**config.mk**
```make
export PLATFORM = sky130hd
export DESIGN_NAME = markup_token_lexer_flat
export DESIGN_NICKNAME = d
export VERILOG_FILES = /design/src/design/mtl_pkg.sv /design/src/design/mtl_if.sv /design/src/design/mtl_core.sv /design/src/design/mtl_res_fifo.sv /design/src/design/markup_token_lexer.sv /design/src/flat_wrapper.sv
export SDC_FILE = /design/constraint.sdc
export NUM_CORES = 1
export LEC_CHECK = 0
export BUFFER_PORTS_ARGS = -buffer_cell sky130_fd_sc_hd__buf_2
export CAP_MARGIN = 5
export CELL_PAD_IN_SITES_DETAIL_PLACEMENT = 1
export CELL_PAD_IN_SITES_GLOBAL_PLACEMENT = 2
export CORE_MARGIN = 4
export CORE_UTILIZATION = 35
export DETAILED_ROUTE_END_ITERATION = 8
export GPL_TIMING_DRIVEN = 0
export HOLD_SLACK_MARGIN = 0.03
export PLACE_DENSITY = 0.84
export SYNTH_ARGS = -nofsm -noshare
export SYNTH_HDL_FRONTEND = slang
export SYNTH_SLANG_ARGS = --single-unit
```
**constraint.sdc**
```tcl
create_clock -name clk -period 4.4 [get_ports clk]
set_clock_uncertainty 0.1 [all_clocks]
set_input_delay 0.88 -clock clk [delete_from_list [all_inputs] [get_ports clk]]
set_output_delay 0.88 -clock clk [all_outputs]
set_load 0.1 [all_outputs]
```
**src/design/mtl_pkg.sv**
```systemverilog
// Shared constants and types of the markup token lexer.
`default_nettype none

package mtl_pkg;

    localparam int POSITION_BITS_DEF = 16;
    localparam int LENGTH_BITS_DEF   = 16;
    localparam int WIDE_BITS         = 32;
    localparam int OUT_BITS          = 16;
    localparam int FIFO_DEPTH        = 4;

    localparam logic [7:0] CH_MINUS = 8'h2D;
    localparam logic [7:0] CH_ZERO  = 8'h30;
    localparam logic [7:0] CH_NINE  = 8'h39;
    localparam logic [7:0] CH_DOT   = 8'h2E;
    localparam logic [7:0] CH_LT    = 8'h3C;
    localparam logic [7:0] CH_GT    = 8'h3E;
    localparam logic [7:0] CH_QUOTE = 8'h22;
    localparam logic [7:0] CH_SLASH = 8'h2F;
    localparam logic [7:0] CH_SPACE = 8'h20;
    localparam logic [7:0] CH_NL    = 8'h0A;
    localparam logic [7:0] CH_UPA   = 8'h41;
    localparam logic [7:0] CH_UPZ   = 8'h5A;
    localparam logic [7:0] BYTE_AT_END = 8'hFF;

    localparam logic [2:0] TK_WORD   = 3'd0;
    localparam logic [2:0] TK_NUMBER = 3'd1;
    localparam logic [2:0] TK_OPEN   = 3'd2;
    localparam logic [2:0] TK_CLOSE  = 3'd3;
    localparam logic [2:0] TK_QUOTE  = 3'd4;
    localparam logic [2:0] TK_SLASH  = 3'd5;
    localparam logic [2:0] TK_END    = 3'd6;
    localparam logic [2:0] TK_ERROR  = 3'd7;

    localparam logic [2:0] ERR_NONE     = 3'd0;
    localparam logic [2:0] ERR_BAD_CHAR = 3'd1;
    localparam logic [2:0] ERR_MINUS    = 3'd2;
    localparam logic [2:0] ERR_LEAD_ZERO = 3'd3;
    localparam logic [2:0] ERR_NO_FRAC  = 3'd4;

    typedef struct packed {
        logic [2:0]          token_kind;
        logic [2:0]          error_code;
        logic [OUT_BITS-1:0] start_row;
        logic [OUT_BITS-1:0] start_col;
        logic [OUT_BITS-1:0] token_length;
        logic [7:0]          offending_byte;
        logic                last;
    } res_t;

    typedef struct packed {
        logic [1:0] count;
        res_t       first;
        res_t       second;
    } push_t;

endpackage

`default_nettype wire

```
**src/design/mtl_if.sv**
```systemverilog
// Valid/ready channel interfaces for input bytes and result tokens.
`default_nettype none

interface mtl_char_if;
    logic       valid;
    logic       ready;
    logic       kind;
    logic [7:0] char_code;

    modport source (output valid, output kind, output char_code, input ready);
    modport sink   (input valid, input kind, input char_code, output ready);
endinterface

interface mtl_token_if;
    import mtl_pkg::*;

    logic                valid;
    logic                ready;
    logic [2:0]          token_kind;
    logic [2:0]          error_code;
    logic [OUT_BITS-1:0] start_row;
    logic [OUT_BITS-1:0] start_col;
    logic [OUT_BITS-1:0] token_length;
    logic [7:0]          offending_byte;
    logic                last;

    modport source (
        output valid, output token_kind, output error_code, output start_row,
        output start_col, output token_length, output offending_byte, output last,
        input ready
    );
    modport sink (
        input valid, input token_kind, input error_code, input start_row,
        input start_col, input token_length, input offending_byte, input last,
        output ready
    );
endinterface

`default_nettype wire

```
**src/design/mtl_core.sv**
```systemverilog
// Lexer state machine: cursor, pending token and per-byte result decode.
`default_nettype none

module mtl_core #(
    parameter int POSITION_BITS = mtl_pkg::POSITION_BITS_DEF,
    parameter int LENGTH_BITS   = mtl_pkg::LENGTH_BITS_DEF
) (
    input  logic          clk,
    input  logic          rst_n,
    input  logic          fire,
    input  logic          kind,
    input  logic [7:0]    char_code,
    output mtl_pkg::push_t push
);
    import mtl_pkg::*;

    typedef enum logic [3:0] {
        M_IDLE, M_WORD, M_MINUS, M_ZERO, M_INT, M_DOT, M_FRAC, M_HALT
    } mode_t;

    typedef enum logic [2:0] {
        A_NONE, A_GROW, A_FAIL, A_IDLE, A_FINISH_IDLE, A_END
    } act_t;

    localparam logic [POSITION_BITS-1:0] POS_MAX = '1;
    localparam logic [POSITION_BITS-1:0] POS_ONE = POSITION_BITS'(1);
    localparam logic [LENGTH_BITS-1:0]   LEN_MAX = '1;
    localparam logic [LENGTH_BITS-1:0]   LEN_ONE = LENGTH_BITS'(1);
    localparam logic [OUT_BITS-1:0]      OUT_MAX = '1;

    function automatic logic [POSITION_BITS-1:0] pos_add(
        input logic [POSITION_BITS-1:0] a,
        input logic [LENGTH_BITS-1:0]   b
    );
        logic [WIDE_BITS:0] s;
        s = (WIDE_BITS+1)'(a) + (WIDE_BITS+1)'(b);
        pos_add = (s > (WIDE_BITS+1)'(POS_MAX)) ? POS_MAX : s[POSITION_BITS-1:0];
    endfunction

    function automatic logic [OUT_BITS-1:0] clamp_pos(input logic [POSITION_BITS-1:0] v);
        logic [WIDE_BITS-1:0] w;
        w = WIDE_BITS'(v);
        clamp_pos = (w > WIDE_BITS'(OUT_MAX)) ? OUT_MAX : w[OUT_BITS-1:0];
    endfunction

    function automatic logic [OUT_BITS-1:0] clamp_len(input logic [LENGTH_BITS-1:0] v);
        logic [WIDE_BITS-1:0] w;
        w = WIDE_BITS'(v);
        clamp_len = (w > WIDE_BITS'(OUT_MAX)) ? OUT_MAX : w[OUT_BITS-1:0];
    endfunction

    function automatic res_t make_res(
        input logic [2:0]               k,
        input logic [2:0]               e,
        input logic [POSITION_BITS-1:0] r,
        input logic [POSITION_BITS-1:0] c,
        input logic [LENGTH_BITS-1:0]   l,
        input logic [7:0]               b
    );
        res_t t;
        t.token_kind     = k;
        t.error_code     = e;
        t.start_row      = clamp_pos(r);
        t.start_col      = clamp_pos(c);
        t.token_length   = clamp_len(l);
        t.offending_byte = b;
        t.last           = 1'b0;
        make_res = t;
    endfunction

    mode_t                    mode_reg, mode_next;
    logic [POSITION_BITS-1:0] row_reg, row_next;
    logic [POSITION_BITS-1:0] col_reg, col_next;
    logic [LENGTH_BITS-1:0]   len_reg, len_next;

    act_t       act;
    mode_t      grow_mode;
    logic [2:0] fail_err;
    logic [2:0] fin_kind;
    logic       pending;
    logic       do_finish;
    logic       digit_hit;
    logic       is_upper;

    logic [POSITION_BITS-1:0] col_fin;
    logic [POSITION_BITS-1:0] idle_base;
    logic [POSITION_BITS-1:0] col_inc;
    logic [POSITION_BITS-1:0] row_inc;
    logic [LENGTH_BITS-1:0]   len_inc;

    logic                     id_emit;
    logic [2:0]               id_kind;
    logic [2:0]               id_err;
    logic [LENGTH_BITS-1:0]   id_len;
    mode_t                    id_mode;
    logic                     id_start;
    logic [POSITION_BITS-1:0] id_col;
    logic [POSITION_BITS-1:0] id_row;

    res_t       fin_res;
    res_t       id_res;
    logic [1:0] n;

    assign digit_hit = (char_code >= CH_ZERO) && (char_code <= CH_NINE);
    assign is_upper  = (char_code >= CH_UPA) && (char_code <= CH_UPZ);
    assign pending  = (mode_reg == M_WORD) || (mode_reg == M_ZERO) ||
                      (mode_reg == M_INT) || (mode_reg == M_FRAC);
    assign fin_kind = (mode_reg == M_WORD) ? TK_WORD : TK_NUMBER;
    assign len_inc  = (len_reg == LEN_MAX) ? LEN_MAX : len_reg + LEN_ONE;
    assign col_fin  = pos_add(col_reg, len_reg);
    assign row_inc  = pos_add(row_reg, LEN_ONE);

    // What the current mode does with this word
    always_comb
    begin
        act       = A_NONE;
        grow_mode = mode_reg;
        fail_err  = ERR_NONE;
        if (fire && mode_reg != M_HALT) begin
            if (kind) begin
                if (mode_reg == M_MINUS) begin
                    act      = A_FAIL;
                    fail_err = ERR_MINUS;
                end else if (mode_reg == M_DOT) begin
                    act      = A_FAIL;
                    fail_err = ERR_NO_FRAC;
                end else begin
                    act = A_END;
                end
            end else begin
                unique case (mode_reg)
                    M_WORD:
                    begin
                        if (is_upper || char_code == CH_MINUS) begin
                            act = A_GROW;
                        end else begin
                            act = A_FINISH_IDLE;
                        end
                    end
                    M_MINUS:
                    begin
                        if (char_code == CH_ZERO) begin
                            act       = A_GROW;
                            grow_mode = M_ZERO;
                        end else if (digit_hit) begin
                            act       = A_GROW;
                            grow_mode = M_INT;
                        end else begin
                            act      = A_FAIL;
                            fail_err = ERR_MINUS;
                        end
                    end
                    M_ZERO:
                    begin
                        if (digit_hit) begin
                            act      = A_FAIL;
                            fail_err = ERR_LEAD_ZERO;
                        end else if (char_code == CH_DOT) begin
                            act       = A_GROW;
                            grow_mode = M_DOT;
                        end else begin
                            act = A_FINISH_IDLE;
                        end
                    end
                    M_INT:
                    begin
                        if (digit_hit) begin
                            act = A_GROW;
                        end else if (char_code == CH_DOT) begin
                            act       = A_GROW;
                            grow_mode = M_DOT;
                        end else begin
                            act = A_FINISH_IDLE;
                        end
                    end
                    M_DOT:
                    begin
                        if (digit_hit) begin
                            act       = A_GROW;
                            grow_mode = M_FRAC;
                        end else begin
                            act      = A_FAIL;
                            fail_err = ERR_NO_FRAC;
                        end
                    end
                    M_FRAC:
                    begin
                        if (digit_hit) begin
                            act = A_GROW;
                        end else begin
                            act = A_FINISH_IDLE;
                        end
                    end
                    default:
                    begin
                        act = A_IDLE;
                    end
                endcase
            end
        end
    end

    assign do_finish = pending && (act == A_FINISH_IDLE || act == A_END);
    assign idle_base = do_finish ? col_fin : col_reg;
    assign col_inc   = pos_add(idle_base, LEN_ONE);

    // Byte seen between tokens
    always_comb
    begin
        id_emit  = 1'b0;
        id_kind  = TK_ERROR;
        id_err   = ERR_NONE;
        id_len   = '0;
        id_mode  = M_IDLE;
        id_start = 1'b0;
        id_col   = idle_base;
        id_row   = row_reg;
        if (char_code == CH_SPACE) begin
            id_col = col_inc;
        end else if (char_code == CH_NL) begin
            id_row = row_inc;
            id_col = POS_ONE;
        end else if (char_code == CH_MINUS) begin
            id_start = 1'b1;
            id_mode  = M_MINUS;
        end else if (char_code == CH_ZERO) begin
            id_start = 1'b1;
            id_mode  = M_ZERO;
        end else if (digit_hit) begin
            id_start = 1'b1;
            id_mode  = M_INT;
        end else if (is_upper) begin
            id_start = 1'b1;
            id_mode  = M_WORD;
        end else if (char_code == CH_LT || char_code == CH_GT ||
                     char_code == CH_QUOTE || char_code == CH_SLASH) begin
            id_emit = 1'b1;
            id_len  = LEN_ONE;
            id_col  = col_inc;
            if (char_code == CH_LT) begin
                id_kind = TK_OPEN;
            end else if (char_code == CH_GT) begin
                id_kind = TK_CLOSE;
            end else if (char_code == CH_QUOTE) begin
                id_kind = TK_QUOTE;
            end else begin
                id_kind = TK_SLASH;
            end
        end else begin
            id_emit = 1'b1;
            id_err  = ERR_BAD_CHAR;
            id_mode = M_HALT;
        end
    end

    assign fin_res = make_res(fin_kind, ERR_NONE, row_reg, col_reg, len_reg, 8'd0);
    assign id_res  = make_res(id_kind, id_err, row_reg, idle_base, id_len,
                              (id_err == ERR_NONE) ? 8'd0 : char_code);

    // Next state and results
    always_comb
    begin
        mode_next   = mode_reg;
        row_next    = row_reg;
        col_next    = col_reg;
        len_next    = len_reg;
        n           = 2'd0;
        push.first  = fin_res;
        push.second = id_res;
        case (act)
            A_GROW:
            begin
                mode_next = grow_mode;
                len_next  = len_inc;
            end
            A_FAIL:
            begin
                push.first = make_res(TK_ERROR, fail_err, row_reg, col_reg, '0,
                                      kind ? BYTE_AT_END : char_code);
                n          = 2'd1;
                mode_next  = M_HALT;
            end
            A_IDLE:
            begin
                push.first = id_res;
                n          = id_emit ? 2'd1 : 2'd0;
                mode_next  = id_mode;
                row_next   = id_row;
                col_next   = id_col;
                len_next   = id_start ? LEN_ONE : '0;
            end
            A_FINISH_IDLE:
            begin
                n         = id_emit ? 2'd2 : 2'd1;
                mode_next = id_mode;
                row_next  = id_row;
                col_next  = id_col;
                len_next  = id_start ? LEN_ONE : '0;
            end
            A_END:
            begin
                mode_next = M_HALT;
                len_next  = '0;
                if (do_finish) begin
                    push.second = make_res(TK_END, ERR_NONE, row_reg, col_fin, '0, 8'd0);
                    n           = 2'd2;
                    col_next    = col_fin;
                end else begin
                    push.first = make_res(TK_END, ERR_NONE, row_reg, col_reg, '0, 8'd0);
                    n          = 2'd1;
                end
            end
            default:
            begin
                n = 2'd0;
            end
        endcase
        push.first.last  = (n == 2'd1);
        push.second.last = 1'b1;
        push.count       = n;
    end

    always_ff @(posedge clk or negedge rst_n)
    begin
        if (!rst_n) begin
            mode_reg <= M_IDLE;
            row_reg  <= POS_ONE;
            col_reg  <= POS_ONE;
            len_reg  <= '0;
        end else begin
            mode_reg <= mode_next;
            row_reg  <= row_next;
            col_reg  <= col_next;
            len_reg  <= len_next;
        end
    end

endmodule

`default_nettype wire

```
**src/design/mtl_res_fifo.sv**
```systemverilog
// Result queue: takes up to two results per cycle, gives one per cycle on pop.
`default_nettype none

module mtl_res_fifo (
    input  logic           clk,
    input  logic           rst_n,
    input  mtl_pkg::push_t push,
    input  logic           pop,
    output logic           room,
    output logic           valid,
    output mtl_pkg::res_t  head
);
    import mtl_pkg::*;

    localparam int PTR_BITS = $clog2(FIFO_DEPTH);
    localparam int CNT_BITS = $clog2(FIFO_DEPTH + 1);

    res_t                mem_reg [FIFO_DEPTH];
    logic [PTR_BITS-1:0] wr_reg, wr_next;
    logic [PTR_BITS-1:0] rd_reg, rd_next;
    logic [CNT_BITS-1:0] cnt_reg, cnt_next;
    logic [PTR_BITS-1:0] wr_plus;
    logic                do_pop;

    assign wr_plus = wr_reg + PTR_BITS'(1);
    assign do_pop  = pop && valid;
    assign valid   = (cnt_reg != '0);
    assign room    = (cnt_reg <= CNT_BITS'(FIFO_DEPTH - 2));
    assign head    = mem_reg[rd_reg];

    assign wr_next  = wr_reg + PTR_BITS'(push.count);
    assign rd_next  = do_pop ? rd_reg + PTR_BITS'(1) : rd_reg;
    assign cnt_next = cnt_reg + CNT_BITS'(push.count) - CNT_BITS'(do_pop);

    always_ff @(posedge clk)
    begin
        if (push.count != 2'd0) begin
            mem_reg[wr_reg] <= push.first;
        end
        if (push.count == 2'd2) begin
            mem_reg[wr_plus] <= push.second;
        end
    end

    always_ff @(posedge clk or negedge rst_n)
    begin
        if (!rst_n) begin
            wr_reg  <= '0;
            rd_reg  <= '0;
            cnt_reg <= '0;
        end else begin
            wr_reg  <= wr_next;
            rd_reg  <= rd_next;
            cnt_reg <= cnt_next;
        end
    end

endmodule

`default_nettype wire

```
**src/design/markup_token_lexer.sv**
```systemverilog
// Markup token lexer: one input word per cycle while the queue has room, one token
// word out per cycle while the receiver is ready. An accepted byte sits in an input
// register, the lexer core decodes it against the mode, cursor and pending length in
// that same cycle and writes its zero, one or two results into a four-entry result
// queue. The core takes a byte only while the queue has two free entries, so one
// byte per cycle is sustained as long as results are drained about as fast; a byte
// that closes a token and also makes one (e.g. "AB<") yields two results. After an
// end or error word the block swallows every later input word silently until reset.
`default_nettype none

module markup_token_lexer #(
    parameter int POSITION_BITS = mtl_pkg::POSITION_BITS_DEF,
    parameter int LENGTH_BITS   = mtl_pkg::LENGTH_BITS_DEF
) (
    input  logic         clk,
    input  logic         rst_n,
    mtl_char_if.sink     chars,
    mtl_token_if.source  tokens
);
    import mtl_pkg::*;

    logic       stage_valid_reg, stage_valid_next;
    logic       stage_kind_reg;
    logic [7:0] stage_char_reg;
    logic       accept;
    logic       fire;
    logic       room;
    logic       res_valid;
    push_t      push;
    res_t       head;

    assign fire         = stage_valid_reg && room;
    assign chars.ready  = !stage_valid_reg || fire;
    assign accept       = chars.valid && chars.ready;
    assign stage_valid_next = accept ? 1'b1 : (fire ? 1'b0 : stage_valid_reg);

    always_ff @(posedge clk or negedge rst_n)
    begin
        if (!rst_n) begin
            stage_valid_reg <= 1'b0;
        end else begin
            stage_valid_reg <= stage_valid_next;
        end
    end

    always_ff @(posedge clk)
    begin
        if (accept) begin
            stage_kind_reg <= chars.kind;
            stage_char_reg <= chars.char_code;
        end
    end

    mtl_core #(
        .POSITION_BITS (POSITION_BITS),
        .LENGTH_BITS   (LENGTH_BITS)
    ) u_core (
        .clk       (clk),
        .rst_n     (rst_n),
        .fire      (fire),
        .kind      (stage_kind_reg),
        .char_code (stage_char_reg),
        .push      (push)
    );

    mtl_res_fifo u_fifo (
        .clk   (clk),
        .rst_n (rst_n),
        .push  (push),
        .pop   (tokens.ready),
        .room  (room),
        .valid (res_valid),
        .head  (head)
    );

    assign tokens.valid          = res_valid;
    assign tokens.token_kind     = head.token_kind;
    assign tokens.error_code     = head.error_code;
    assign tokens.start_row      = head.start_row;
    assign tokens.start_col      = head.start_col;
    assign tokens.token_length   = head.token_length;
    assign tokens.offending_byte = head.offending_byte;
    assign tokens.last           = head.last;

endmodule

`default_nettype wire

```
**src/flat_wrapper.sv**
```systemverilog
// flat-port wrapper written by rule: the top's interface ports become plain ports
module markup_token_lexer_flat import mtl_pkg::*;
#(
    parameter int POSITION_BITS = mtl_pkg::POSITION_BITS_DEF,
    parameter int LENGTH_BITS   = mtl_pkg::LENGTH_BITS_DEF
)
  (clk, rst_n, chars_valid, chars_kind, chars_char_code, chars_ready, tokens_valid, tokens_token_kind, tokens_error_code, tokens_start_row, tokens_start_col, tokens_token_length, tokens_offending_byte, tokens_last, tokens_ready);
  mtl_char_if chars_i ();
  mtl_token_if tokens_i ();
  input  logic clk;
  input  logic rst_n;
  input wire logic [$bits(chars_i.valid)-1:0] chars_valid;
  input wire logic [$bits(chars_i.kind)-1:0] chars_kind;
  input wire logic [$bits(chars_i.char_code)-1:0] chars_char_code;
  output wire logic [$bits(chars_i.ready)-1:0] chars_ready;
  output wire logic [$bits(tokens_i.valid)-1:0] tokens_valid;
  output wire logic [$bits(tokens_i.token_kind)-1:0] tokens_token_kind;
  output wire logic [$bits(tokens_i.error_code)-1:0] tokens_error_code;
  output wire logic [$bits(tokens_i.start_row)-1:0] tokens_start_row;
  output wire logic [$bits(tokens_i.start_col)-1:0] tokens_start_col;
  output wire logic [$bits(tokens_i.token_length)-1:0] tokens_token_length;
  output wire logic [$bits(tokens_i.offending_byte)-1:0] tokens_offending_byte;
  output wire logic [$bits(tokens_i.last)-1:0] tokens_last;
  input wire logic [$bits(tokens_i.ready)-1:0] tokens_ready;
  assign chars_i.valid = chars_valid;
  assign chars_i.kind = chars_kind;
  assign chars_i.char_code = chars_char_code;
  assign chars_ready = chars_i.ready;
  assign tokens_valid = tokens_i.valid;
  assign tokens_token_kind = tokens_i.token_kind;
  assign tokens_error_code = tokens_i.error_code;
  assign tokens_start_row = tokens_i.start_row;
  assign tokens_start_col = tokens_i.start_col;
  assign tokens_token_length = tokens_i.token_length;
  assign tokens_offending_byte = tokens_i.offending_byte;
  assign tokens_last = tokens_i.last;
  assign tokens_i.ready = tokens_ready;
  markup_token_lexer #(.POSITION_BITS(POSITION_BITS), .LENGTH_BITS(LENGTH_BITS)) u_core (.clk(clk), .rst_n(rst_n), .chars(chars_i), .tokens(tokens_i));
endmodule
```
==> impl_results.md <==
- First-pass GRT wire length: 92,210 µm
- Grt ovf: 0
- Synth unique cells: 90
- Mapped Cells: between 1.5k and 2k
- Flops & latches, synth: 320
- Synth-to-layout area growth: 21.20%
- Synth Flop Type: edfxtp_1
- Pwr dens: around 850 nW/µm²
- Setup TNS: 0 ns
- Commonest non-fill, non-tap cell in the layout: edfxtp_1
- Worst EP arrival: between 4 and 5 ns
- R2R depth: 26
- Share of layout cells above drive strength 1: a little over a fifth
- Final nets: 1,830
- Worst-path clk slew: about 0.06 ns
- Number of hold violations in the final report: 0
- Die H: between 200 and 250 µm
- Period utilization: 99.10%
- Ys async rst share: between 10% and 20%
- Post-synth EDFFs: 189
- Leading area contributor after synthesis: edfxtp_1
- Reg2reg start: u_core.stage_char_reg[6]
- DR pass1 iterations: 7
- WP data required: ~4.8 ns
- Worst Setup SP: u_core.stage_char_reg[6]
- CTS tree: done
- Final Max Tran Viols: 0
- Die W: 228.8 µm
- Largest net degree at the start of global routing: between 50 and 60
- Setup CP Type: reg -> reg
- Initial antenna violation count: 3
- Register area share after synthesis: between 50 and 60%
- Synth warn: 0
- Placed insts: 2,306
- Routed vias/inst: 5.962
- 1st-iter DRT viols: 1,326
- Final WL: 60,870 µm
- Unrepaired setup endpoints after global routing: true
- Detail Route Antenna Nets: 0
- Initial Util: a little over a third
- Fin worst setup slack: 0.03975 ns
- Hold-fix buffers, CTS: 0
- Startpoint types: register
- Fmax: about 230 MHz
- Post-route DRC: 0
- GRT Overall Usage: 22.58%
- Synth area leaders: edfxtp_1 33%, dfxtp_1 8.4%, dfrtp_1 8.4%, mux4_2 8.3%, o21ai_0 4.7%
- CTS root buffer: clkbuf_16
- Post-layout min period: 4.360 ns
- Vias in the first global route: ~15k
- Final Instance Area: 20,680 µm²
- Row count: 80
- Synth Net Count: 1,653
- Via count: 14.52k
- Slew headroom: 29.13%
- Worst r2r dst: u_core.u_core.col_reg[0]
- Max Cap Viol: 0
- Status: complete, no violations
- Avg WL per Cell: roughly 25 µm
- CP endpoint kind: register
- Dpl ws: -1.442 ns
- Max reg flops: 252
- Placed standard-cell area: 18,360 µm²
- Routability cong.: 0.8979
- Worst-Skew Late Latency: 0.56 ns
- Core Box Area: 47,950 µm²
- Critical Path End: u_core.u_core.col_reg[0]
- Worst-Margin Slew: 1.063 ns
- H-tree depth: 2
- # setup viols final: 0
- I/O Pins: 78
- HP Class: in -> async
- CTS Buf Count: 38
- Post-synth top area share: 33.27%
- Sink Count: 320
- Clock Path Buffers: 3
- Non-Filler Instances: around 2.4k
- HPWL Detailed: approximately 42,000 µm
- Leakage: 7.349 nW
- Most frequent cells in the layout: 189 x edfxtp_1, 157 x o21ai_0, 136 x nand2_1
- Buffers on Ports: between 70 and 80
- Mapped cell area: 17,060 µm²
- Max VDD drop: between 0.7 and 0.8 mV
- Fin Hold WS: 0.1685 ns
- R2r setup slk: 0.04 ns
- Synth Area per Inst: 10.58 µm²
- Fillcell total: 5,241
- CP Max Fanout: 5
- Die area: about 52,000 µm²
-- worst min path at each step --
stage | from | to | cells after the start
after floorplan | u_core.u_fifo.mem_reg[1][0] | u_core.u_fifo.mem_reg[1][0] | 2
after global placement | u_core.u_fifo.mem_reg[2][24] | u_core.u_fifo.mem_reg[2][24] | 2
after detailed placement | u_core.u_fifo.mem_reg[2][59] | u_core.u_fifo.mem_reg[2][59] | 2
after CTS | rst_n | u_core.u_core.col_reg[7] | 1
after global routing | rst_n | u_core.u_core.col_reg[7] | 1
final | rst_n | u_core.u_core.col_reg[7] | 1
-- through the flow --
| step | total power [W] | utilization [%] |
|---|---|---|
| final | 0.01763 | 43.12 |
| after global routing | 0.01837 | 43.12 |
| after CTS | 0.01742 | 42.48 |
| after detailed placement | 0.01356 | 38.28 |
| after global placement | 0.01339 | 38.22 |
| after floorplan | 0.01121 | - |
-- where the power goes --
part	switching [W]	total, W	leakage, nW	internal (W)
registers	0.000387	0.00464	3.10	0.00425
clock network	0.00133	0.00333	0.631	0.00200
logic	0.00716	0.00965	3.62	0.00250
total	0.00888	0.0176	7.35	0.00875
-- cells in the mapped netlist (32+ instances only) --
library cell	count
dfrtp_1	57
o22ai_1	37
a21oi_1	86
mux4_2	63
dfxtp_1	72
nand3_1	105
nand2_1	137
edfxtp_1	189
o21ai_0	159
inv_1	35
clkbuf_1	86
and2_1	63
o21a_1	35
nor2_1	92
a22o_1	32
-- critical path: stages, from the launching register on --
cell and delay [ns]:
edfxtp_1 0.37, buf_6 0.14, or4b_4 0.48, or3_4 0.36, o211a_4 0.17, o21ai_4 0.18
nor2_4 0.08, buf_6 0.16, buf_12 0.12, buf_12 0.12, o21ai_4 0.14, inv_2 0.07
buf_4 0.13, buf_4 0.13, buf_4 0.12, buf_4 0.12, buf_4 0.12, buf_4 0.12
buf_4 0.12, buf_4 0.12, buf_4 0.13, buf_4 0.13, buf_4 0.13, buf_4 0.13
buf_6 0.11, o22ai_2 0.09, a31oi_2 0.06
-- layout make-up --
class / count / area, µm² / area share [%]
Antenna cell: 1 / 2.502 / 0.01210
Buffer: 104 / 556.8 / 2.693
Clock buffer: 53 / 1069 / 5.168
Clock inverter: 16 / 230.2 / 1.113
Inverter: 37 / 138.9 / 0.6717
Multi-Input combinational cell: 1145 / 8319 / 40.24
Sequential cell: 320 / 8606 / 41.62
Tap cell: 615 / 769.5 / 3.722
Timing Repair Buffer: 144 / 984.7 / 4.762
-- cells by family after synthesis --
group	synth area share [%]
xor+xnor	1.078
compound gates	18.72
flops	50.39
simple gates	15.64
fa+ha+maj	2.068
buf+inv	3.359
mux	8.750
-- routing by layer --
metal,part of all wire [%],GRT usage (%)
met4,3.0,7.132
met3,6.1,3.976
met5,0,0
met2,49,38.28
met1,42,29.57
-- what timing repair did --
action                     CTS  global route
resized for setup           67            62
buffers inserted            46            21
setup endpoints to repair  490           321
cloned                       1             1
pin swaps                   20            22
(Power assumes the default switching activity.)
